===== src/rtl/nwl_pkg.sv =====
`default_nettype none
package nwl_pkg;

   // port and accumulator widths
   localparam int COORD_W        = 16;
   localparam int COORD_MAX_BITS = 24;
   localparam int COORD_BITS_DEF = 16;
   localparam int ACC_W          = 48;
   localparam int OUT_W          = 16;

   // norm unit: squares built from 16-bit digits
   localparam int DIGIT_W  = 16;
   localparam int N_DIGITS = ACC_W / DIGIT_W;
   localparam int SQ_W     = 2 * ACC_W;
   localparam int QUO_W    = 29;
   localparam int ROOT_W   = 15;

   // finished Newell sums of one polygon
   typedef struct packed {
      logic signed [ACC_W-1:0] a;
      logic signed [ACC_W-1:0] b;
      logic signed [ACC_W-1:0] c;
   } nwl_sums_type;

endpackage
`default_nettype wire


===== src/rtl/nwl_queue.sv =====
`default_nettype none
module nwl_queue (
   input  wire logic                  clock,
   input  wire logic                  reset,
   input  wire logic                  push,
   input  wire nwl_pkg::nwl_sums_type push_sums,
   output logic                       q_full,
   output logic                       q_valid,
   output nwl_pkg::nwl_sums_type      q_sums,
   input  wire logic                  pop
);
   nwl_pkg::nwl_sums_type slot_ff [2];
   logic       wr_ff, wr_in, rd_ff, rd_in;
   logic [1:0] cnt_ff, cnt_in;

   assign q_full  = (cnt_ff == 2'd2);
   assign q_valid = (cnt_ff != 2'd0);
   assign q_sums  = slot_ff[rd_ff];

   // pointers and fill count
   always_comb begin
      wr_in  = wr_ff;
      rd_in  = rd_ff;
      cnt_in = cnt_ff;
      if (push) begin
         wr_in = !wr_ff;
      end
      if (pop) begin
         rd_in = !rd_ff;
      end
      if (push && !pop) begin
         cnt_in = cnt_ff + 2'd1;
      end else if (pop && !push) begin
         cnt_in = cnt_ff - 2'd1;
      end
   end

   always_ff @(posedge clock) begin
      if (reset) begin
         wr_ff  <= 1'b0;
         rd_ff  <= 1'b0;
         cnt_ff <= 2'd0;
      end else begin
         wr_ff  <= wr_in;
         rd_ff  <= rd_in;
         cnt_ff <= cnt_in;
      end
   end

   always_ff @(posedge clock) begin
      if (push) begin
         slot_ff[wr_ff] <= push_sums;
      end
   end
endmodule
`default_nettype wire


===== config.mk =====
export PLATFORM = sky130hd
export DESIGN_NAME = nwl_queue
export DESIGN_NICKNAME = d
export VERILOG_FILES = /design/src/rtl/nwl_pkg.sv /design/src/rtl/nwl_queue.sv
export SDC_FILE = /design/constraint.sdc
export NUM_CORES = 1
export LEC_CHECK = 0
export BUFFER_PORTS_ARGS = -buffer_cell sky130_fd_sc_hd__buf_2
export CORE_MARGIN = 4
export CORE_UTILIZATION = 45
export DETAILED_ROUTE_END_ITERATION = 6
export GPL_ROUTABILITY_DRIVEN = 0
export PLACE_DENSITY = 0.75
export SYNTH_ARGS = -nofsm -noshare
export SYNTH_HDL_FRONTEND = slang
export SYNTH_SLANG_ARGS = --single-unit

===== constraint.sdc =====
create_clock -name clock -period 26.2 [get_ports clock]
set_clock_uncertainty 0.05 [all_clocks]
set_input_delay 5.24 -clock clock [delete_from_list [all_inputs] [get_ports clock]]
set_output_delay 5.24 -clock clock [all_outputs]
set_load 0.05 [all_outputs]

Yosys cells after proc, flatten, opt, wreduce, memory -nomap -nowiden
Memory sizes are Yosys's and may differ from the RTL's. A register that Yosys moved wholly into a read port is not among the register bits.
Index checks and enable logic that the tools add are counted.
{"block": "classes", "bitwise": 0, "reduce_logical": 8, "mul": 0, "div": 0, "magnitude_cmp": 0, "shift": 0, "addsub": 2, "muxes": 6, "n_eq_ne": 1}
{"operator": "1-bit logical NOT", "n": 4}
{"operator": "1-bit 2-to-1 mux", "n": 4}
{"operator": "2-bit 2-to-1 mux", "n": 2}
{"operator": "2-bit nonzero test", "n": 2}
{"operator": "2-bit by 1-bit adder with 2-bit output (second input constant)", "n": 1}
{"operator": "2-bit equality test (second input constant)", "n": 1}
{"operator": "1-bit logical AND", "n": 2}
{"operator": "2-bit by 1-bit subtractor with 2-bit output (second input constant)", "n": 1}
{"block": "word_totals", "mem_bits_ro": 0, "inputBits": 148, "mem_count": 1, "latch_bits": 0, "ram_bits": 288, "regBits": 4, "wordCells": 21}
{"name": "slot_ff", "depth": 2, "word_bits": 144, "rd": 1, "rd_ports_with_merged_regs": 1, "write_ports": 1, "line": "nwl_queue.sv:12", "source": "nwl_pkg::nwl_sums_type slot_ff [2];"}

Logic depth before layout (Yosys ltp)
{"block": "depth", "word_depth": 4, "depth_mapped": 5}

Worst setup path before layout
OpenSTA, ideal clock, no wires.
{"block": "synth_path", "kind": "input -> register", "start": "input port push", "end": "memory slot_ff[0][0] (netlist bit), enable pin", "arrival_ns": 11.472, "setup_time_ns": 0.667, "path_slack_ns": 14.012, "t_required_ns": 25.483, "path_stages": 1, "path_cell_list": "nor2b_1"}
{"block": "synth_via", "elab_chain_len": 2}
{"item": "start, declared", "line": "nwl_queue.sv:5", "source": "input wire logic push,"}
{"item": "1-bit 2-to-1 mux", "line": "nwl_queue.sv:51", "source": "if (push) begin"}
{"item": "1-bit 2-to-1 mux (not written as such)", "line": "nwl_queue.sv:52", "source": "slot_ff[wr_ff] <= push_sums;"}
{"item": "end, declared", "line": "nwl_queue.sv:12"}
No other way between the ends.

==> out/results.md <==
| Stage | Parameter | Value |
|---|---|---|
| pwr | Worst-case vdd ir drop | 0.00006134 V |
| clock tree | Clock-pin slew on the worst setup and hold paths | 0.06 ns |
| worst setup path | Setup slack on the worst flop-to-flop path | 24.13 ns |
| synthesis | Warning count from the yosys run | 0 |
| final layout | N_diodes | 0 |
| pwr | Combinational cell fraction of total power | 0.169 |
| clock tree | Number of buffers inserted by post-CTS setup repair | 0 |
| sta | Number of endpoints failing setup at the final stage | 0 |
| pwr | Leakage power | 5.207 nW |
| synthesis | Most used standard cell by instance count after synthesis | sky130_fd_sc_hd__edfxtp_1 |
| worst setup path | Reg2reg path depth | 2 |
| pwr | Net switching power | 0.0003043 W |
| sta | Fmax | 126.6 MHz |
| global route | Wire length of the first global-routing pass | 30.09 mm |
| clock tree | CTS hold repair buffers | 0 |
| pwr | Clk network pwr share | 0.344 |
| final layout | Nets | 934 |
| synthesis | Count of different cell masters after synthesis | 17 |
| worst setup path | Delay contributed by the slowest stage of the critical path | 0.85 ns |
| sta | Final number of hold-violating endpoints | 0 |
| synthesis | Syn Std Cell Area | 10,830 um2 |
| job | Number of max-cap violations | 0 |
| hold path | Min-Delay Path Class | register to register |
| final layout | Proportion of layout cells with a drive suffix above 1 | 0.6075 |
| floorplan | Starting density of the core | 0.4601 |
| floorplan | Io pins | 294 |
| sta | Pin slew with the least headroom to its limit | 1.047 ns |
| synthesis | Number of standard cells after synthesis | 470 |
| worst setup path | R2R Path End | slot_ff[0][7]$_DFFE_PP_ |
| clock tree | TritonCTS clock tree | yes |
| outcome | Run status | finished clean |
| detailed routing | Post-DRT Antenna Nets | 0 |
| clock tree | Number of instances resized during post-cts repair | 0 |
| worst setup path | Critical setup path kind | register to output pin |
| synthesis | Seq cells post-synth | 293 |
| clock tree | Clock root buffer | sky130_fd_sc_hd__clkbuf_16 |
| detailed routing | Total routed wirelength | 20.40 mm |
| floorplan | Die Y | 163.2 um |
| synthesis | Number of synthesized flops with an enable pin | 288 |
| synthesis | Synth top area share | 0.7983 |
| floorplan | Core region area | 23,540 um2 |
| final layout | Post-synthesis to final-layout area growth | 25.07% |
| clock tree | Number of clock sinks | 293 |
| worst setup path | Worst path slowest cell | sky130_fd_sc_hd__buf_4 |
| synthesis | Post-synth top flop | sky130_fd_sc_hd__edfxtp_1 |
| detailed routing | DRC violation total after the first TritonRoute iteration | 298 |
| clock tree | Worst skew pair latency | 0.54 ns |
| synthesis | Top area cells in the synthesized netlist | sky130_fd_sc_hd__edfxtp_1 (80%), sky130_fd_sc_hd__mux2_2 (8.7%), sky130_fd_sc_hd__mux2_4 (8.3%) |
| detailed routing | Detailed-routing iteration count for the pre-antenna-repair pass | 4 |
| placement | Total half-perimeter wirelength after legalization and detailed placement | 13.52 mm |
| synthesis | Most frequent cells after synthesis | sky130_fd_sc_hd__edfxtp_1 (288), sky130_fd_sc_hd__mux2_2 (84), sky130_fd_sc_hd__mux2_4 (60), sky130_fd_sc_hd__buf_2 (8), sky130_fd_sc_hd__buf_6 (8) |
| worst setup path | Crit path to | q_sums[1] |
| detailed routing | Via Count | 5,427 |
| final layout | Count of fill cells added during filler insertion | 1,843 |
| worst setup path | Startpoint type of the worst setup path | register |
| sta | Slew headroom | 0.3021 |
| worst setup path | Critical-path cell list | buf_4 > mux2_2 > buf_2 |
| global route | Antenna violations before repair | 2 |
| clock tree | Number of buffers created by CTS | 30 |
| detailed routing | Average routed wire per standard cell | 18.15 um |
| sta | Shortest clock period the worst path allows after layout | 7.899 ns |
| clock tree | H-tree level count | 1 |
| hold path | Startpoint of the tightest hold check path | cnt_ff[1]$_SDFFE_PP0P_ |
| pwr | Switching fraction of total power | 0.2666 |
| synthesis | Ys async rst share | 0 |
| synthesis | Cell type with the highest aggregate area in the netlist | sky130_fd_sc_hd__edfxtp_1 |
| sta | Setup total negative slack | 0 ns |
| synthesis | Mean instance size in the synthesized netlist | 23.05 um2 |
| global route | Final global-route overflow total | 0 |
| global route | Vias in the first global route | 5,768 |
| floorplan | Floorplan die area | 26,620 um2 |
| final layout | Utilization after layout | 0.5755 |
| synthesis | Total nets after synthesis | 619 |
| global route | Maximum number of pins on one net before global-route repair | 66 |
| pwr | P_int | 0.0008371 W |
| worst setup path | WP data arrival | 2.61 ns |
| sta | Fin crit share | 0.3015 |
| worst setup path | Critical path required time | 20.91 ns |
| sta | Unrepaired setup endpoints after global routing | no |
| sta | Number of max-slew violations in the final report | 0 |
| worst setup path | Beginning of the worst register-to-register path | wr_ff$_SDFFE_PP0P_ |
| global route | Total track usage | 0.1429 |
| floorplan | Width of the die | 163.2 um |
| synthesis | Post-synthesis sequential area ratio | 0.8076 |
| detailed routing | Routed via count divided by cell count | 4.828 |
| pwr | Power per cell area | 84.24 nW/um2 |
| placement | IO Port Bufs | 293 |
| clock tree | Buffer levels on the longest clock path | 3 |
| detailed routing | Remaining DRCs | 0 |
| worst setup path | Largest fanout on the critical path | 59 |
| worst setup path | CP endpoint kind | output pin |
| floorplan | Row count | 56 |
| pwr | Proportion of power drawn by flip-flops and latches | 0.487 |
## critical path: cells and delay by family, from the launching register on
kind / cells / cell delay (ns)
flops: 1 / 0.53
mux: 1 / 0.43
buf+inv: 2 / 1.06
## worst min-delay path by stage
stage	endpoint	slack, ns	cells after the start
CTS	cnt_ff[1]$_SDFFE_PP0P_	0.46	2
finish	cnt_ff[1]$_SDFFE_PP0P_	0.46	2
floorplan	cnt_ff[1]$_SDFFE_PP0P_	0.41	2
detailed placement	cnt_ff[1]$_SDFFE_PP0P_	0.45	2
global route	cnt_ff[1]$_SDFFE_PP0P_	0.48	2
global placement	cnt_ff[1]$_SDFFE_PP0P_	0.43	2
## cells in the final DEF (no fill, tap or decap), drive strengths merged, types with 2 or more instances in the layout
master and instances:
buf 299, mux2 144, edfxtp 288, nor2 4
dfxtp 5, clkbuf 40, xnor2 2, xor2 2
clkinv 10, nor2b 2
## per-stage QoR
| step | area, um2 | hold WS [ns] | power (W) | worst slack, ns | std cells |
|---|---|---|---|---|---|
| after CTS | 13550 | 0.4599 | 0.001155 | 18.23 | 1124 |
| after global placement | 12630 | 0.4340 | 0.0007573 | 18.85 | 1072 |
| after global routing | 13550 | 0.4797 | 0.001184 | 18.16 | 1124 |
| after floorplan | 10830 | 0.4058 | 0.0007177 | 14.01 | 470 |
| after detailed placement | 12630 | 0.4475 | 0.0007606 | 18.82 | 1072 |
| final | 13550 | 0.4610 | 0.001141 | 18.30 | 1124 |
## cells by family after synthesis
| logic type | after synthesis | synth area share |
|---|---|---|
| buffers and inverters | 17 | 0.01236 |
| XOR/XNOR | 4 | 0.003235 |
| AO/OA/AOI/OAI | 2 | 0.0009231 |
| multiplexers | 144 | 0.1705 |
| flip-flops | 293 | 0.8076 |
| AND/OR/NAND/NOR | 9 | 0.004274 |
| adder cells (fa/ha/maj) | 1 | 0.001155 |
## final cells by class
type / instances / area (um2) / area share
flip-flops and latches: 293 / 8752 / 0.6460
well taps: 319 / 399.1 / 0.02946
clock inverters: 12 / 82.58 / 0.006095
multi-input cells: 160 / 1961 / 0.1447
repair buffers: 299 / 1511 / 0.1116
clock buffers: 40 / 839.6 / 0.06196
inverters: 1 / 3.754 / 0.0002770
## metal layers
layer / track usage / up-vias / routed length, um
li1: - / 2493 / -
met1: 0.1720 / 2677 / 7899
met2: 0.2525 / 217 / 10320
met3: 0.04365 / 36 / 1778
met4: 0.03584 / 4 / 381
met5: 0 / - / 21
## state kept, by name, summed over array words and instances, names as in the netlist, named ones only
name	flops
slot_ff	288
cnt_ff	2
rd_ff	1
wr_ff	1
## power by group through the flow
stage               combinational, W  sequential [W]  clock, W
CTS                         0.000195        0.000556  0.000404
global route                0.000202        0.000558  0.000424
floorplan                   0.000151        0.000567         0
finish                      0.000193        0.000556  0.000392
global placement            0.000193        0.000564         0
detailed placement          0.000195        0.000566         0
(Power assumes the default switching activity.)
