[src/rtl/nwl_pkg.sv]
`default_nettype none
package nwl_pkg;

   // port and accumulator widths
   localparam int COORD_W        = 16;
   localparam int COORD_MAX_BITS = 24;
   localparam int COORD_BITS_DEF = 16;
   localparam int ACC_W          = 48;
   localparam int OUT_W          = 16;

   // norm unit: squares built from 16-bit digits
   localparam int DIGIT_W  = 16;
   localparam int N_DIGITS = ACC_W / DIGIT_W;
   localparam int SQ_W     = 2 * ACC_W;
   localparam int QUO_W    = 29;
   localparam int ROOT_W   = 15;

   // finished Newell sums of one polygon
   typedef struct packed {
      logic signed [ACC_W-1:0] a;
      logic signed [ACC_W-1:0] b;
      logic signed [ACC_W-1:0] c;
   } nwl_sums_type;

endpackage
`default_nettype wire

[src/rtl/nwl_front.sv]
`default_nettype none
module nwl_front #(
   parameter int COORD_BITS = nwl_pkg::COORD_BITS_DEF
) (
   input  wire logic                              clock,
   input  wire logic                              reset,
   input  wire logic                              req_valid,
   output logic                                   req_stall,
   input  wire logic signed [nwl_pkg::COORD_W-1:0] req_coord_x,
   input  wire logic signed [nwl_pkg::COORD_W-1:0] req_coord_y,
   input  wire logic signed [nwl_pkg::COORD_W-1:0] req_coord_z,
   input  wire logic                              req_last_vertex,
   output logic                                   push,
   output nwl_pkg::nwl_sums_type                  push_sums,
   input  wire logic                              q_full
);
   localparam int CB  = COORD_BITS;
   localparam int AW  = nwl_pkg::ACC_W;
   localparam int TW  = 2 * CB + 2;
   localparam int SW  = ((TW > AW) ? TW : AW) + 1;
   localparam int PAD = nwl_pkg::COORD_MAX_BITS - nwl_pkg::COORD_W;

   logic in_face_ff, in_face_in;
   logic close_ff, close_in;
   logic signed [CB-1:0] fx_ff, fy_ff, fz_ff, fx_in, fy_in, fz_in;
   logic signed [CB-1:0] px_ff, py_ff, pz_ff, px_in, py_in, pz_in;
   logic signed [AW-1:0] sa_ff, sb_ff, sc_ff, sa_in, sb_in, sc_in;

   logic [nwl_pkg::COORD_MAX_BITS-1:0] ext_x, ext_y, ext_z;
   logic signed [CB-1:0] cx, cy, cz, qx, qy, qz;
   logic signed [CB:0]   dx, dy, dz, ax, ay, az;
   logic signed [TW-1:0] ta, tb, tc;
   logic signed [SW-1:0] ra, rb, rc;
   logic signed [AW-1:0] na, nb, nc;
   logic accept;

   // clamp a widened sum back into the accumulator range
   function automatic logic signed [AW-1:0] clamp(input logic signed [SW-1:0] v);
      logic [SW-AW:0] top;
      top = v[SW-1:AW-1];
      if (top == '0 || top == '1) begin
         clamp = v[AW-1:0];
      end else if (v[SW-1]) begin
         clamp = {1'b1, {(AW-1){1'b0}}};
      end else begin
         clamp = {1'b0, {(AW-1){1'b1}}};
      end
   endfunction

   // low COORD_BITS of each coordinate, two's complement
   assign ext_x = {{PAD{1'b0}}, req_coord_x};
   assign ext_y = {{PAD{1'b0}}, req_coord_y};
   assign ext_z = {{PAD{1'b0}}, req_coord_z};
   assign cx = $signed(ext_x[CB-1:0]);
   assign cy = $signed(ext_y[CB-1:0]);
   assign cz = $signed(ext_z[CB-1:0]);

   assign req_stall = close_ff;
   assign accept    = req_valid && !req_stall;

   // pair term: p is the previous vertex, q the new or the first one
   assign qx = close_ff ? fx_ff : cx;
   assign qy = close_ff ? fy_ff : cy;
   assign qz = close_ff ? fz_ff : cz;
   assign dx = {px_ff[CB-1], px_ff} - {qx[CB-1], qx};
   assign dy = {py_ff[CB-1], py_ff} - {qy[CB-1], qy};
   assign dz = {pz_ff[CB-1], pz_ff} - {qz[CB-1], qz};
   assign ax = {px_ff[CB-1], px_ff} + {qx[CB-1], qx};
   assign ay = {py_ff[CB-1], py_ff} + {qy[CB-1], qy};
   assign az = {pz_ff[CB-1], pz_ff} + {qz[CB-1], qz};
   assign ta = dy * az;
   assign tb = dz * ax;
   assign tc = dx * ay;
   assign ra = SW'(sa_ff) + SW'(ta);
   assign rb = SW'(sb_ff) + SW'(tb);
   assign rc = SW'(sc_ff) + SW'(tc);
   assign na = clamp(ra);
   assign nb = clamp(rb);
   assign nc = clamp(rc);

   assign push        = close_ff && !q_full;
   assign push_sums.a = na;
   assign push_sums.b = nb;
   assign push_sums.c = nc;

   // vertex tracking and accumulation
   always_comb begin
      in_face_in = in_face_ff;
      close_in   = close_ff;
      fx_in = fx_ff; fy_in = fy_ff; fz_in = fz_ff;
      px_in = px_ff; py_in = py_ff; pz_in = pz_ff;
      sa_in = sa_ff; sb_in = sb_ff; sc_in = sc_ff;
      if (push) begin
         in_face_in = 1'b0;
         close_in   = 1'b0;
         fx_in = '0; fy_in = '0; fz_in = '0;
         px_in = '0; py_in = '0; pz_in = '0;
         sa_in = '0; sb_in = '0; sc_in = '0;
      end else if (accept) begin
         if (!in_face_ff) begin
            fx_in = cx; fy_in = cy; fz_in = cz;
            sa_in = '0; sb_in = '0; sc_in = '0;
            in_face_in = 1'b1;
         end else begin
            sa_in = na; sb_in = nb; sc_in = nc;
         end
         px_in = cx; py_in = cy; pz_in = cz;
         close_in = req_last_vertex;
      end
   end

   always_ff @(posedge clock) begin
      if (reset) begin
         in_face_ff <= 1'b0;
         close_ff   <= 1'b0;
         fx_ff <= '0; fy_ff <= '0; fz_ff <= '0;
         px_ff <= '0; py_ff <= '0; pz_ff <= '0;
         sa_ff <= '0; sb_ff <= '0; sc_ff <= '0;
      end else begin
         in_face_ff <= in_face_in;
         close_ff   <= close_in;
         fx_ff <= fx_in; fy_ff <= fy_in; fz_ff <= fz_in;
         px_ff <= px_in; py_ff <= py_in; pz_ff <= pz_in;
         sa_ff <= sa_in; sb_ff <= sb_in; sc_ff <= sc_in;
      end
   end
endmodule
`default_nettype wire

[config.mk]
export PLATFORM = sky130hd
export DESIGN_NAME = nwl_front
export DESIGN_NICKNAME = d
export VERILOG_FILES = /design/src/rtl/nwl_pkg.sv /design/src/rtl/nwl_front.sv
export SDC_FILE = /design/constraint.sdc
export NUM_CORES = 2
export LEC_CHECK = 0
export BUFFER_PORTS_ARGS = -buffer_cell sky130_fd_sc_hd__buf_2
export CORE_ASPECT_RATIO = 0.6
export CORE_MARGIN = 3
export CORE_UTILIZATION = 49
export CTS_CLUSTER_DIAMETER = 80
export CTS_CLUSTER_SIZE = 40
export DETAILED_ROUTE_END_ITERATION = 16
export PLACE_DENSITY = 0.75
export SLEW_MARGIN = 10
export SYNTH_ARGS = -nofsm -noshare
export SYNTH_HDL_FRONTEND = slang
export SYNTH_SLANG_ARGS = --single-unit
[constraint.sdc]
create_clock -name clock -period 15.13 [get_ports clock]
set_input_delay 2.2695 -clock clock [delete_from_list [all_inputs] [get_ports clock]]
set_output_delay 2.2695 -clock clock [all_outputs]
set_load 0.005 [all_outputs]
---- Yosys cells after proc, flatten, opt, wreduce, memory -nomap -nowiden ----
Cells that the tools add are included.
operators by class
  $add $sub $neg .......................... 9
  $mul .................................... 3
  divide/modulo/power cells ............... 0
  $lt $le $gt $ge ......................... 0
  eq/ne operators ......................... 3
  shift-type cells ........................ 0
  mux-type cells .......................... 12
  bitwise logic cells ..................... 1
  reductions and logical operators ........ 12
operators by type and width
  operator            number
  $mux 48             9
  $add 48x34->49      3
  $mul 17x17->34      3
  $add 16x16->17      3
  $sub 16x16->17      3
  $mux 16             3
  $eq 2x2->1 const B  3
  $logic_not 2->1     3
  $logic_or 1x1->1    3
  $logic_and 1x1->1   2
  $logic_not 1->1     2
  $reduce_and 2->1    1
  $reduce_or 2->1     1
  $not 1->1           1
storage, ports and cells
  flip-flop bits (word level) ............. 242
  bits in latches ......................... 0
  memory bits (writable) .................. 0
  bits in read-only memories .............. 0
  bits of input ports ..................... 53
  word-level logic and storage cells ...... 51
  memories ................................ 0

---- Depth between registers and ports, before layout ----
  depth in word-level cells ............... 8
  mapped depth ............................ 43
  gate-level depth less buffers ........... 37

---- Worst setup path before layout ----
OpenSTA, ideal clock, no wires.
  path type ............................... input to output
  from .................................... input port req_coord_y[2] (netlist name)
  to ...................................... output port push_sums[101] (netlist name)
  data arrival time ....................... 12.367 ns
  setup slack ............................. 0.494 ns
  stages on the path ...................... 35
  cell sequence ........................... mux2i_1 -> ha_1 -> buf_2 -> inv_1 -> o21a_1 -> o21bai_1 -> a21oi_1 -> o21bai_1 -> a31oi_1 -> o211ai_1 -> nand3_1 -> o21ai_1 -> nor2_1 -> fa_1 -> inv_1 -> fa_1 -> fa_1 -> fa_1 -> inv_1 -> fa_1 -> inv_1 -> fa_1 -> inv_1 -> ha_1 -> buf_2 -> and4_1 -> and4_1 -> nor2_1 -> a311o_1 -> a2111o_1 -> a211oi_2 -> buf_4 -> o21ai_2 -> buf_2 -> a21oi_1
RTL lines
  element             line             RTL
  start: declaration  nwl_front.sv:10  input wire logic signed [nwl_pkg::COORD_W-1:0] req_coord_y,
  end: declaration    nwl_front.sv:14  output nwl_pkg::nwl_sums_type push_sums,

==> impl_metrics.json <==
{
  "setup-violations-final": 0,
  "routed-via-count": 49000,
  "worst_ep_arrival_time_ns": 12.45,
  "timing_worst_slew_pin_value_ns": 1.41,
  "drcViolationCount": 0,
  "count_of_pins_over_their_slew_limit": 0,
  "floorplan.rows": 100,
  "cts.root.buffer_cell": "sky130_fd_sc_hd__clkbuf_16",
  "seq_area_frac_synth_pct": 7.85,
  "ws_path_type": "in2out",
  "min_period_over_period_pct": 97.3,
  "routed_via_density": 5.40,
  "postCtsHoldBufs": 0,
  "cts_tree": "built",
  "design.die.area_um2": 130000,
  "synthCells": 7186,
  "fin_nets": 9171,
  "synth.lib_cells_used.distinct": 88,
  "start_kind": "primary input",
  "worst_hold_path_type": "reg2reg",
  "fp.dieH_um": 281,
  "syn_nets": 9009,
  "grt_first_pass_wirelength_mm": 291,
  "clock_sinks": 242,
  "synth.ff_latch_count": 242,
  "chipWidth_um": 464,
  "maxClockFrequency_ghz": 0.0679,
  "yosysWarningCount": 0,
  "crit_path_top_delay_cell": "sky130_fd_sc_hd__fa_2",
  "clock-skew-final_ns": 0.0362,
  "maximum_clock_insertion_buffer_count": 3,
  "overflow": 0,
  "grt_start_max_net_pins": 58,
  "detail_route.iter0.violations": 4579,
  "r2r_slack_ns": 3.35,
  "nFillCells": 11300,
  "finalCriticalPeriod_ns": 14.72,
  "drtAntennaViolNets": 0,
  "synth_flop_cell": "sky130_fd_sc_hd__dfxtp_1",
  "yosys.area_share.adder_pct": 52.3,
  "number_of_antenna_violations_at_the_first_check_in_global_routing": 36,
  "synth_edf_count": 0,
  "synthDominantCellAreaShare_pct": 41.1,
  "initial_utilization_pct": 49.6,
  "share_of_layout_cells_above_drive_strength_1_pct": 7.79,
  "synth-compound-area-share_pct": 10.1,
  "maxUsedRoutingLayer": "met5",
  "syn_std_cell_area_um2": 61700,
  "timing.max_cap.violations": 0,
  "area_growth_pct": 7.98,
  "final_hold_viol_count": 0,
  "synthTopCellsByCount": "sky130_fd_sc_hd__inv_1, sky130_fd_sc_hd__fa_1, sky130_fd_sc_hd__nand2_1, sky130_fd_sc_hd__ha_1, sky130_fd_sc_hd__nor2_1",
  "h-tree-depth": 1,
  "timing.critical_path.to_type": "primary output",
  "met3_wirelength_mm": 22.1,
  "cp.required_ns": 12.86,
  "floorplan.core_area_um2": 124000,
  "detailedPlacementHpwl_mm": 157,
  "gp_congestion": 1.02,
  "ioPinCount": 199,
  "critical_path.n_buffers_inverters": 11,
  "path_common_cell": "sky130_fd_sc_hd__fa_1",
  "cts_buffers": 27,
  "largest_family_of_logic_cells_by_synthesized_area": "adder cells",
  "status": "finished clean",
  "synth.most_common_cell": "sky130_fd_sc_hd__inv_1",
  "slew-limit-headroom_pct": 5.17,
  "synthMuxAreaShare_pct": 0.850,
  "wl_per_cell_um": 20.4,
  "path_delay_family": "adder cells",
  "cpPeakStageDelay_ns": 0.65,
  "ys_top_cells_by_area": "sky130_fd_sc_hd__fa_1, sky130_fd_sc_hd__inv_1, sky130_fd_sc_hd__ha_1",
  "synth_async_sr_flop_share_pct": 0,
  "clk_pin_slew_ns": 0.07,
  "yosysTopAreaCell": "sky130_fd_sc_hd__fa_1",
  "met1Wirelength_mm": 83.6,
  "crit_path_max_fanout": 8,
  "syn_area_per_cell_um2": 8.59,
  "placedInstanceArea_um2": 65200,
  "grt.total_usage_pct": 28.6,
  "clock_latency_ns": 0.67,
  "drt_pre_antenna_iters": 8,
  "first_global_vias": 50300,
  "drt_wl_total_mm": 185,
  "buffer_ports.inserted": 198,
  "synthXorXnorAreaFrac_pct": 3.54,
  "final_area_um2": 66600,
  "yosys.area_share.simple_pct": 12.3,
  "routed-wl-met2_mm": 75.0
}
worst paths after layout:
path | cells after the start | start | end
worst min-delay path | 2 | fz_ff[10]$_SDFFE_PP0P_ | fz_ff[10]$_SDFFE_PP0P_
worst max register to register | 39 | req_stall$_SDFFE_PP0P_ | sc_ff[6]$_SDFFE_PP0P_
worst max-delay path | 40 | req_coord_z[0] | push_sums[93]
worst min register to register | 2 | fz_ff[10]$_SDFFE_PP0P_ | fz_ff[10]$_SDFFE_PP0P_
cell usage in the layout (no fill, tap or decap), types with 30 or more instances in the layout:
cell type | Yosys | routed
sky130_fd_sc_hd__a221o_1 | 30 | 30
sky130_fd_sc_hd__o21ai_1 | 82 | 77
sky130_fd_sc_hd__ha_1 | 504 | 500
sky130_fd_sc_hd__fa_1 | 1266 | 1262
sky130_fd_sc_hd__nor3_1 | 36 | 35
sky130_fd_sc_hd__o21ai_0 | 135 | 133
sky130_fd_sc_hd__nor2_1 | 435 | 427
sky130_fd_sc_hd__nor2b_1 | 116 | 114
sky130_fd_sc_hd__nand2_1 | 845 | 844
sky130_fd_sc_hd__nand2b_1 | 72 | 70
sky130_fd_sc_hd__xor2_1 | 77 | 77
sky130_fd_sc_hd__a21oi_1 | 314 | 311
sky130_fd_sc_hd__dfxtp_1 | 242 | 241
sky130_fd_sc_hd__buf_2 | 40 | 198
sky130_fd_sc_hd__buf_4 | 10 | 190
sky130_fd_sc_hd__a22o_1 | 31 | 31
sky130_fd_sc_hd__a31oi_1 | 31 | 31
sky130_fd_sc_hd__maj3_1 | 58 | 58
sky130_fd_sc_hd__o21bai_1 | 42 | 41
sky130_fd_sc_hd__mux2i_1 | 49 | 49
sky130_fd_sc_hd__and3_1 | 32 | 31
sky130_fd_sc_hd__and2_1 | 92 | 89
sky130_fd_sc_hd__a21o_1 | 112 | 112
sky130_fd_sc_hd__xnor2_1 | 167 | 163
sky130_fd_sc_hd__inv_1 | 1852 | 1845
kinds of logic after synthesis:
kind of cell / after synthesis
xor+xnor: 247
flops: 242
compound gates: 967
fa+ha+maj: 1832
mux: 52
buf+inv: 2116
simple gates: 1730
area by class of cell:
type,instances,area (um2),area share [%]
multi-input cells,4828,49100,73.7
inverters,1852,6970,10.5
well taps,1683,2110,3.16
diodes,23,57.6,0.0864
clock buffers,28,689,1.03
flip-flops and latches,242,4850,7.28
repair buffers,397,2570,3.86
clock inverters,22,264,0.396
metal layers:
metal	GRT usage, %	vias up
met5	0	-
met4	5.88	10
met3	8.73	273
met2	40.3	2336
met1	43.2	24400
li1	-	22000
sequential cells by signal (all words and copies together) (netlist names):
name        cells
pz_ff          16
fz_ff          16
in_face_ff      1
px_ff          16
fy_ff          16
req_stall       1
sc_ff          48
fx_ff          16
sb_ff          48
py_ff          16
sa_ff          48
tightest hold or removal path, cell delays in order, from the launching register on:
cell	delay, ns
sky130_fd_sc_hd__dfxtp_1	0.31
sky130_fd_sc_hd__nand2_1	0.05
sky130_fd_sc_hd__a21oi_1	0.05
what timing repair did:
item	CTS	global route
resized for setup	4	44
setup endpoints to repair	76	142
pin swaps	2	5
buffers inserted	1	22
per-stage QoR:
stage	hold slack, ns	setup TNS (ns)	worst slack [ns]	cells	util [%]
2_1_floorplan	0.427	0	0.494	7186	-
3_3_place_gp	0.440	-0.711	-0.0902	8979	52.4
3_5_place_dp	0.446	-5.59	-0.238	8979	52.4
4_1_cts	0.458	0	0.000893	9030	53.2
5_1_grt	0.474	-0.478	-0.0460	9067	53.5
6_report	0.454	0	0.409	9075	53.5
Power is not shown: default switching activity piles up to over one toggle a cycle in this logic, so the estimate is an artifact.
