--- config.mk ---
export PLATFORM = sky130hd
export DESIGN_NAME = nwl_back
export DESIGN_NICKNAME = d
export VERILOG_FILES = /design/src/rtl/nwl_pkg.sv /design/src/rtl/nwl_back.sv
export SDC_FILE = /design/constraint.sdc
export NUM_CORES = 2
export LEC_CHECK = 0
export ABC_CLOCK_PERIOD_IN_PS = 34600
export BUFFER_PORTS_ARGS = -buffer_cell sky130_fd_sc_hd__buf_4
export CORE_ASPECT_RATIO = 0.8
export CORE_MARGIN = 2
export CORE_UTILIZATION = 40
export CTS_BUF_LIST = sky130_fd_sc_hd__clkbuf_8
export DETAILED_ROUTE_END_ITERATION = 10
export PLACE_DENSITY = 0.63
export SYNTH_ARGS = -nofsm -noshare
export SYNTH_HDL_FRONTEND = slang
export SYNTH_SLANG_ARGS = --single-unit
--- constraint.sdc ---
create_clock -name clock -period 34.6 [get_ports clock]
set_input_delay 5.19 -clock clock [delete_from_list [all_inputs] [get_ports clock]]
set_output_delay 5.19 -clock clock [all_outputs]
set_load 0.02 [all_outputs]
--- src/rtl/nwl_pkg.sv ---
`default_nettype none
package nwl_pkg;

   // port and accumulator widths
   localparam int COORD_W        = 16;
   localparam int COORD_MAX_BITS = 24;
   localparam int COORD_BITS_DEF = 16;
   localparam int ACC_W          = 48;
   localparam int OUT_W          = 16;

   // norm unit: squares built from 16-bit digits
   localparam int DIGIT_W  = 16;
   localparam int N_DIGITS = ACC_W / DIGIT_W;
   localparam int SQ_W     = 2 * ACC_W;
   localparam int QUO_W    = 29;
   localparam int ROOT_W   = 15;

   // finished Newell sums of one polygon
   typedef struct packed {
      logic signed [ACC_W-1:0] a;
      logic signed [ACC_W-1:0] b;
      logic signed [ACC_W-1:0] c;
   } nwl_sums_type;

endpackage
`default_nettype wire

--- src/rtl/nwl_back.sv ---
`default_nettype none
module nwl_back (
   input  wire logic                  clock,
   input  wire logic                  reset,
   input  wire logic                  q_valid,
   input  wire nwl_pkg::nwl_sums_type q_sums,
   output logic                       pop,
   output logic                       rsp_valid,
   input  wire logic                  rsp_stall,
   output logic signed [nwl_pkg::OUT_W-1:0] rsp_normal_x,
   output logic signed [nwl_pkg::OUT_W-1:0] rsp_normal_y,
   output logic signed [nwl_pkg::OUT_W-1:0] rsp_normal_z,
   output logic                       rsp_degenerate
);
   localparam int AW = nwl_pkg::ACC_W;
   localparam int DW = nwl_pkg::DIGIT_W;
   localparam int QW = nwl_pkg::SQ_W;
   localparam int UW = nwl_pkg::QUO_W;
   localparam int RW = nwl_pkg::ROOT_W;
   localparam int OW = nwl_pkg::OUT_W;

   localparam logic [2:0] ST_IDLE  = 3'd0;
   localparam logic [2:0] ST_SQR   = 3'd1;
   localparam logic [2:0] ST_DINIT = 3'd2;
   localparam logic [2:0] ST_DIV   = 3'd3;
   localparam logic [2:0] ST_ROOT  = 3'd4;
   localparam logic [2:0] ST_OUT   = 3'd5;

   logic [2:0] state_ff, state_in;
   logic [1:0] k_ff, k_in, d_ff, d_in;
   logic [4:0] cnt_ff, cnt_in;
   logic [AW-1:0] mag_ff [3];
   logic [AW-1:0] mag_in [3];
   logic [2:0]    neg_ff, neg_in;
   logic [QW-1:0] sq_ff [3];
   logic [QW-1:0] sq_in [3];
   logic [QW-1:0] s_ff, s_in;
   logic [QW:0]   rem_ff, rem_in;
   logic [UW-1:0] quo_ff, quo_in;
   logic [RW-1:0] root_ff, root_in;
   logic signed [OW-1:0] res_ff [3];
   logic signed [OW-1:0] res_in [3];
   logic degen_ff, degen_in;

   logic [DW-1:0]    digit;
   logic [AW+DW-1:0] pp;
   logic [QW-1:0]    pp_sh;
   logic [QW:0]      sh;
   logic             ge;
   logic [RW-1:0]    trial;
   logic [2*RW-1:0]  tsq;
   logic [RW-1:0]    m_next;

   // one 48x16 digit product per cycle
   assign digit = mag_ff[k_ff][d_ff*DW +: DW];
   assign pp    = mag_ff[k_ff] * digit;
   assign pp_sh = QW'(pp) << (d_ff * DW);

   // restoring divide step: floor(2^28 * comp^2 / S)
   assign sh = {rem_ff[QW-1:0], (cnt_ff == 5'(UW-1)) ? sq_ff[k_ff][0] : 1'b0};
   assign ge = (sh >= {1'b0, s_ff});

   // square root step, one result bit a cycle
   assign trial  = root_ff | (RW'(1) << cnt_ff[3:0]);
   assign tsq    = trial * trial;
   assign m_next = ({1'b0, tsq} <= (2*RW+1)'(quo_ff)) ? trial : root_ff;

   assign pop            = (state_ff == ST_IDLE) && q_valid;
   assign rsp_valid      = (state_ff == ST_OUT);
   assign rsp_normal_x   = res_ff[0];
   assign rsp_normal_y   = res_ff[1];
   assign rsp_normal_z   = res_ff[2];
   assign rsp_degenerate = degen_ff;

   always_comb begin
      state_in = state_ff;
      k_in     = k_ff;
      d_in     = d_ff;
      cnt_in   = cnt_ff;
      mag_in   = mag_ff;
      neg_in   = neg_ff;
      sq_in    = sq_ff;
      s_in     = s_ff;
      rem_in   = rem_ff;
      quo_in   = quo_ff;
      root_in  = root_ff;
      res_in   = res_ff;
      degen_in = degen_ff;
      case (state_ff)
         ST_IDLE: begin
            if (q_valid) begin
               neg_in    = {q_sums.c[AW-1], q_sums.b[AW-1], q_sums.a[AW-1]};
               mag_in[0] = q_sums.a[AW-1] ? -q_sums.a : q_sums.a;
               mag_in[1] = q_sums.b[AW-1] ? -q_sums.b : q_sums.b;
               mag_in[2] = q_sums.c[AW-1] ? -q_sums.c : q_sums.c;
               sq_in[0]  = '0;
               sq_in[1]  = '0;
               sq_in[2]  = '0;
               s_in      = '0;
               k_in      = 2'd0;
               d_in      = 2'd0;
               if (q_sums.a == '0 && q_sums.b == '0 && q_sums.c == '0) begin
                  res_in[0] = '0;
                  res_in[1] = '0;
                  res_in[2] = '0;
                  degen_in  = 1'b1;
                  state_in  = ST_OUT;
               end else begin
                  degen_in = 1'b0;
                  state_in = ST_SQR;
               end
            end
         end
         ST_SQR: begin
            sq_in[k_ff] = sq_ff[k_ff] + pp_sh;
            s_in        = s_ff + pp_sh;
            if (d_ff == 2'(nwl_pkg::N_DIGITS - 1)) begin
               d_in = 2'd0;
               if (k_ff == 2'd2) begin
                  k_in     = 2'd0;
                  state_in = ST_DINIT;
               end else begin
                  k_in = k_ff + 2'd1;
               end
            end else begin
               d_in = d_ff + 2'd1;
            end
         end
         ST_DINIT: begin
            rem_in   = {2'b00, sq_ff[k_ff][QW-1:1]};
            quo_in   = '0;
            cnt_in   = 5'(UW - 1);
            state_in = ST_DIV;
         end
         ST_DIV: begin
            rem_in = ge ? (sh - {1'b0, s_ff}) : sh;
            quo_in = {quo_ff[UW-2:0], ge};
            if (cnt_ff == 5'd0) begin
               cnt_in   = 5'(RW - 1);
               root_in  = '0;
               state_in = ST_ROOT;
            end else begin
               cnt_in = cnt_ff - 5'd1;
            end
         end
         ST_ROOT: begin
            root_in = m_next;
            if (cnt_ff == 5'd0) begin
               res_in[k_ff] = neg_ff[k_ff] ? -OW'(m_next) : OW'(m_next);
               if (k_ff == 2'd2) begin
                  state_in = ST_OUT;
               end else begin
                  k_in     = k_ff + 2'd1;
                  state_in = ST_DINIT;
               end
            end else begin
               cnt_in = cnt_ff - 5'd1;
            end
         end
         ST_OUT: begin
            if (!rsp_stall) begin
               state_in = ST_IDLE;
            end
         end
         default: begin
            state_in = ST_IDLE;
         end
      endcase
   end

   always_ff @(posedge clock) begin
      if (reset) begin
         state_ff <= ST_IDLE;
         k_ff     <= 2'd0;
         d_ff     <= 2'd0;
         cnt_ff   <= 5'd0;
      end else begin
         state_ff <= state_in;
         k_ff     <= k_in;
         d_ff     <= d_in;
         cnt_ff   <= cnt_in;
      end
   end

   // datapath registers
   always_ff @(posedge clock) begin
      mag_ff   <= mag_in;
      neg_ff   <= neg_in;
      sq_ff    <= sq_in;
      s_ff     <= s_in;
      rem_ff   <= rem_in;
      quo_ff   <= quo_in;
      root_ff  <= root_in;
      res_ff   <= res_in;
      degen_ff <= degen_in;
   end
endmodule
`default_nettype wire

# After elaboration in Yosys (flattened, before gate mapping)
# Cells that the tools add are included.
[op_classes]
mux = 54
order_cmp = 5
n_shift = 3
bitwise = 2
add_sub_neg = 10
n_eq_ne = 17
reduce_logical = 22
mul = 2
[op_table]
columns = ["cell", "n"]
rows = [
  ["case mux 288 bit (2 select lines)", 1],
  ["two-way mux 96 bit", 5],
  ["case mux 96 bit (2 select lines)", 2],
  ["bitwise mux 288 bit", 1],
  ["two-way mux 288 bit", 1],
  ["two-way mux 48 bit", 5],
  ["adder 96 bit", 2],
  ["binary-select mux 96 bit (select 2 bit)", 1],
  ["demux 96 bit (select 2 bit)", 1],
  ["zero test 48 bit", 3],
  ["negator 48 bit", 3],
  ["two-way mux 47 bit", 3],
  [">= comparator 97 x 96 -> 1 bit", 1],
  ["binary-select mux 48 bit (select 2 bit)", 1],
  ["case mux 48 bit (2 select lines)", 1],
  ["<< shifter 64 x 6 -> 96 bit", 1],
  ["subtractor 96 bit", 1],
  ["multiplier 48 x 16 -> 64 bit", 1],
  ["case mux 29 bit (2 select lines)", 1],
  ["bitwise mux 48 bit", 1],
  ["indexed part select 48 x 7 -> 16 bit", 1],
  ["demux 16 bit (select 2 bit)", 1],
  ["two-way mux 16 bit", 2],
  ["<= comparator 30 x 29 -> 1 bit", 1],
  ["37 further kinds", 74],
]
[totals]
output_inout_bits = 51
register_bits = 732

# Longest topological paths before layout
[logic_depth]
ltp_word = 10
ltp_mapped = 57
ltp_nobuf = 52

# Worst setup path after synthesis
# Ideal clock, no wire load.
[synth_path]
path_kind = "input port to flip-flop"
from = "input port q_valid"
to = "register d_ff[0]"
path_buffers = 0
arrival_ns = 33.086
path_slack_ns = 0.032
cell_stages = 3
path_cell_list = "nand2b_1 o21ai_0 a221oi_1"
[synth_via]
elab_chain_len = 2
[synth_rtl]
columns = ["item", "line_no", "rtl"]
rows = [
  ["from (decl)", "nwl_back.sv:5", "input wire logic q_valid,"],
  ["!= test 2 bit (no line)", "--", ""],
  ["AND reduction 2 bit (no line)", "--", ""],
  ["to (signal assigned)", "nwl_back.sv:180", "d_ff <= d_in;"],
  ["to (decl)", "nwl_back.sv:30", "logic [1:0] k_ff, k_in, d_ff, d_in;"],
]
# Every way passes these cells.
# A chain may end at the register's enable or synchronous reset.

# Worst setup path after layout
[layout_path]
from = "register k_ff[1]"
to = "register sq_ff[94] (netlist bit), data pin"
[layout_via]
elab_chain_len = 10
[layout_rtl]
columns = ["item", "line_no", "rtl"]
rows = [
  ["from (decl)", "nwl_back.sv:30", ""],
  ["from (signal assigned)", "nwl_back.sv:179", "k_ff <= k_in;"],
  ["NOT 2 -> 3 bit (implied by the code) (*)", "nwl_back.sv:55, nwl_back.sv:56, nwl_back.sv:115", ""],
  ["binary-select mux 48 bit (select 2 bit)", "nwl_back.sv:55, nwl_back.sv:56", ""],
  ["two-way mux 48 bit (implied by the code) (2 in series)", "nwl_back.sv:55, nwl_back.sv:56", ""],
  ["indexed part select 48 x 7 -> 16 bit", "nwl_back.sv:55", "assign digit = mag_ff[k_ff][d_ff*DW +: DW];"],
  ["multiplier 48 x 16 -> 64 bit", "nwl_back.sv:56", "assign pp = mag_ff[k_ff] * digit;"],
  ["<< shifter 64 x 6 -> 96 bit", "nwl_back.sv:57", "assign pp_sh = QW'(pp) << (d_ff * DW);"],
  ["adder 96 bit", "nwl_back.sv:115", "sq_in[k_ff] = sq_ff[k_ff] + pp_sh;"],
  ["bitwise mux 288 bit (*)", "nwl_back.sv:115", ""],
  ["case mux 288 bit (2 select lines) (*)", "nwl_back.sv:89", "case (state_ff)"],
  ["to (signal assigned)", "nwl_back.sv:189", "sq_ff <= sq_in;"],
  ["to (decl)", "nwl_back.sv:35", "logic [QW-1:0] sq_ff [3];"],
]
# Mark *: on every way between the ends. The rest lies on a longest branch, timed or not. The select of a mux whose other input is x is not followed.

==> impl_metrics.json <==
{
  "syn_inst": 9626,
  "max_freq_mhz": 58.53,
  "nets": 11080,
  "post_drt_wl_per_cell_um": 24.00,
  "num_rows": 151,
  "setup_violations": 0,
  "root_buffer": "clkbuf_8",
  "dr.pass1.iters": 6,
  "end_kind": "flip-flop",
  "grt_pass1_wl_um": 452100,
  "multi_input_area_um2": 57100,
  "cts_tree": "yes",
  "clkTransAtPathRegs_ns": 0.06,
  "maxCapViolations": 1,
  "cts_buffer_depth": 4,
  "syn2layout_area_growth_pct": 8.268,
  "die_x_um": 518.7,
  "htree_levels": 4,
  "grt.total_usage": 0.2735,
  "hp-class": "reg2reg",
  "ys_ff_latch": 732,
  "cp.buffers_inverters": 7,
  "drc": 0,
  "fin_util": 0.4346,
  "drtIter0Drc": 8537,
  "ant_nets": 0,
  "n_fill_cell": 20940,
  "critPathTopFamily": "compound AO/OA/AOI/OAI gates",
  "met3_usage": 0.07476,
  "yosysWarnings": 0,
  "port_buffers": 198,
  "synth_area_um2": 84790,
  "synth_cell_types": 79,
  "fin_crit_ns": 17.09,
  "status": "finished, violations left",
  "cts_buffers": 144,
  "skew_ns": 0.1042,
  "tns_ns": 0,
  "critPathArrivalTime_ns": 17.65,
  "cp_slowest_stage_delay_ns": 0.82,
  "worstMarginPinSlew_ns": 1.487,
  "chipHeight_um": 415.8,
  "viasPerCell": 5.803,
  "synth_edf_count": 720,
  "routed_wirelength_um": 300900,
  "fin_crit_sh": 0.4938,
  "critPathRequiredTime_ns": 35.17,
  "core_area_um2": 211200,
  "post_cts.repair.setup_buffers": 0,
  "grt_max_degree": 176,
  "start_util": 0.4014,
  "rsz0062_at_grt": "no",
  "maxSlewViolCount": 0,
  "gp_congestion": 1.036,
  "grt-ovfl-total": 0,
  "dpl.hpwl_um": 236400,
  "cts.repair.resized": 0,
  "die_area_um2": 215700,
  "grt_use_met2": 0.3867,
  "synth_flop_cell": "edfxtp_1",
  "avgSynthCellArea_um2": 8.808,
  "antenna_found_initial": 6,
  "synth.yosys.seq_area_share": 0.2578,
  "path_class": "reg2reg",
  "mostFrequentLayoutCells": "1,156 x nand2_1, 1,153 x nor2_1, 1,150 x inv_1",
  "ctsHoldBuffers": 0,
  "clk_latency_ns": 0.92,
  "cp_max_fo": 52,
  "layout-drive-gt1-share": 0.06257,
  "crit_top_cell": "fa_1",
  "slew_headroom": 0.0009795,
  "synth-async-reset-ratio": 0,
  "busiest_layer": "met1",
  "hold_viol": 0,
  "numClockSinks": 732,
  "syn_nets": 11100,
  "violations": "capacitance limit",
  "io_pins": 199,
  "dr_total_vias": 72740,
  "grtUsageMet1": 0.4067,
  "cpMaxStageDelayCell": "o31ai_1",
  "start_kind": "flip-flop",
  "final_common_cell": "nand2_1",
  "ff_latch_area_um2": 21870,
  "grt_pass1_vias": 71080
}
[metal layers]
layer,vias up,wire [µm]
met5,-,191
met1,36080,136100
li1,32600,-
met3,459,34030
met4,4,8637
met2,3596,121900
[cells in the mapped netlist, types with 22 or more instances]
master	instances	area, µm²
xor2_1	144	1261
fa_1	782	15660
a21o_1	251	1884
and2_1	53	331.6
mux2i_1	454	4544
ha_1	548	6857
xnor2_1	366	3206
a211oi_1	66	495.5
a221oi_1	25	219.0
o31ai_1	64	480.5
or2_2	22	137.6
buf_1	57	214.0
o41ai_1	27	236.5
nand3_1	99	495.5
nand4_1	108	675.7
clkbuf_1	429	1610
nand2b_1	43	269.0
edfxtp_1	720	21620
nor2b_1	48	300.3
o21ai_0	465	2327
or3_1	42	262.8
o21bai_1	85	638.1
o21a_1	105	788.3
and3_1	39	244.0
o22ai_1	44	275.3
nor4_1	22	137.6
or4_1	30	225.2
nand2_1	1158	4347
inv_1	1116	4189
a31oi_1	50	312.8
a21oi_1	629	3148
nor3_1	71	355.3
nor2_1	1158	4347
o211ai_1	77	578.1
[metrics by stage]
stage | cells | instance area (µm²) | setup slack [ns] | hold slack, ns
finish | 12530 | 91800 | 17.51 | 0.5456
CTS | 12530 | 91790 | 18.19 | 0.5332
detailed placement | 12290 | 89190 | 18.20 | 0.5331
floorplan | 9626 | 84790 | 0.03185 | 0.5086
global placement | 12290 | 89190 | 18.19 | 0.5221
global route | 12530 | 91790 | 16.82 | 0.5548
[sequential cells by signal, indices dropped and copies added, names as in the netlist, 16 cells and up]
name,flops
mag_ff,144
quo_ff,29
rem_ff,96
rsp_normal_x,16
rsp_normal_y,16
rsp_normal_z,16
s_ff,96
sq_ff,288
[area by class of cell]
type	instances	share of cell area
sequential	732	0.2383
tap	2830	0.03857
clock buffer	146	0.02189
clock inverter	97	0.006379
antenna	3	0.00008178
timing repair buffer	321	0.02666
multi-input combinational	7280	0.6221
inverter	1125	0.04606
[logic make-up (layout without fill, tap and decap cells)]
| kind of cell | after synthesis | count (layout) | share of synthesized area |
|---|---|---|---|
| DFF | 732 | 732 | 0.2578 |
| xor gates and xnor gates | 510 | 510 | 0.05268 |
| other | 0 | 3 | 0 |
| buffers and inverters | 1614 | 1689 | 0.07153 |
| AOI/OAI and AO/OA | 2034 | 2034 | 0.1492 |
| and+or+nand+nor | 2941 | 2941 | 0.1482 |
| adders and majority gates | 1330 | 1330 | 0.2655 |
| muxes | 465 | 465 | 0.05506 |
[final timing paths]
kind	slack (ns)	from	cells after the start	end
setup / recovery	17.51	k_ff[1]	44	sq_ff[94]
hold / removal	0.55	quo_ff[19]	2	quo_ff[20]
setup reg to reg	17.51	k_ff[1]	44	sq_ff[94]
hold reg to reg	0.55	quo_ff[19]	2	quo_ff[20]
[worst min-delay path, cell delays in order, from the launching register on]
cell      delay, ns
edfxtp_1       0.32
inv_1          0.05
nor2_1         0.09
Power is left out: the tool's default activity adds up to more than one toggle a clock period on the data nets, which glitch-free logic cannot reach.
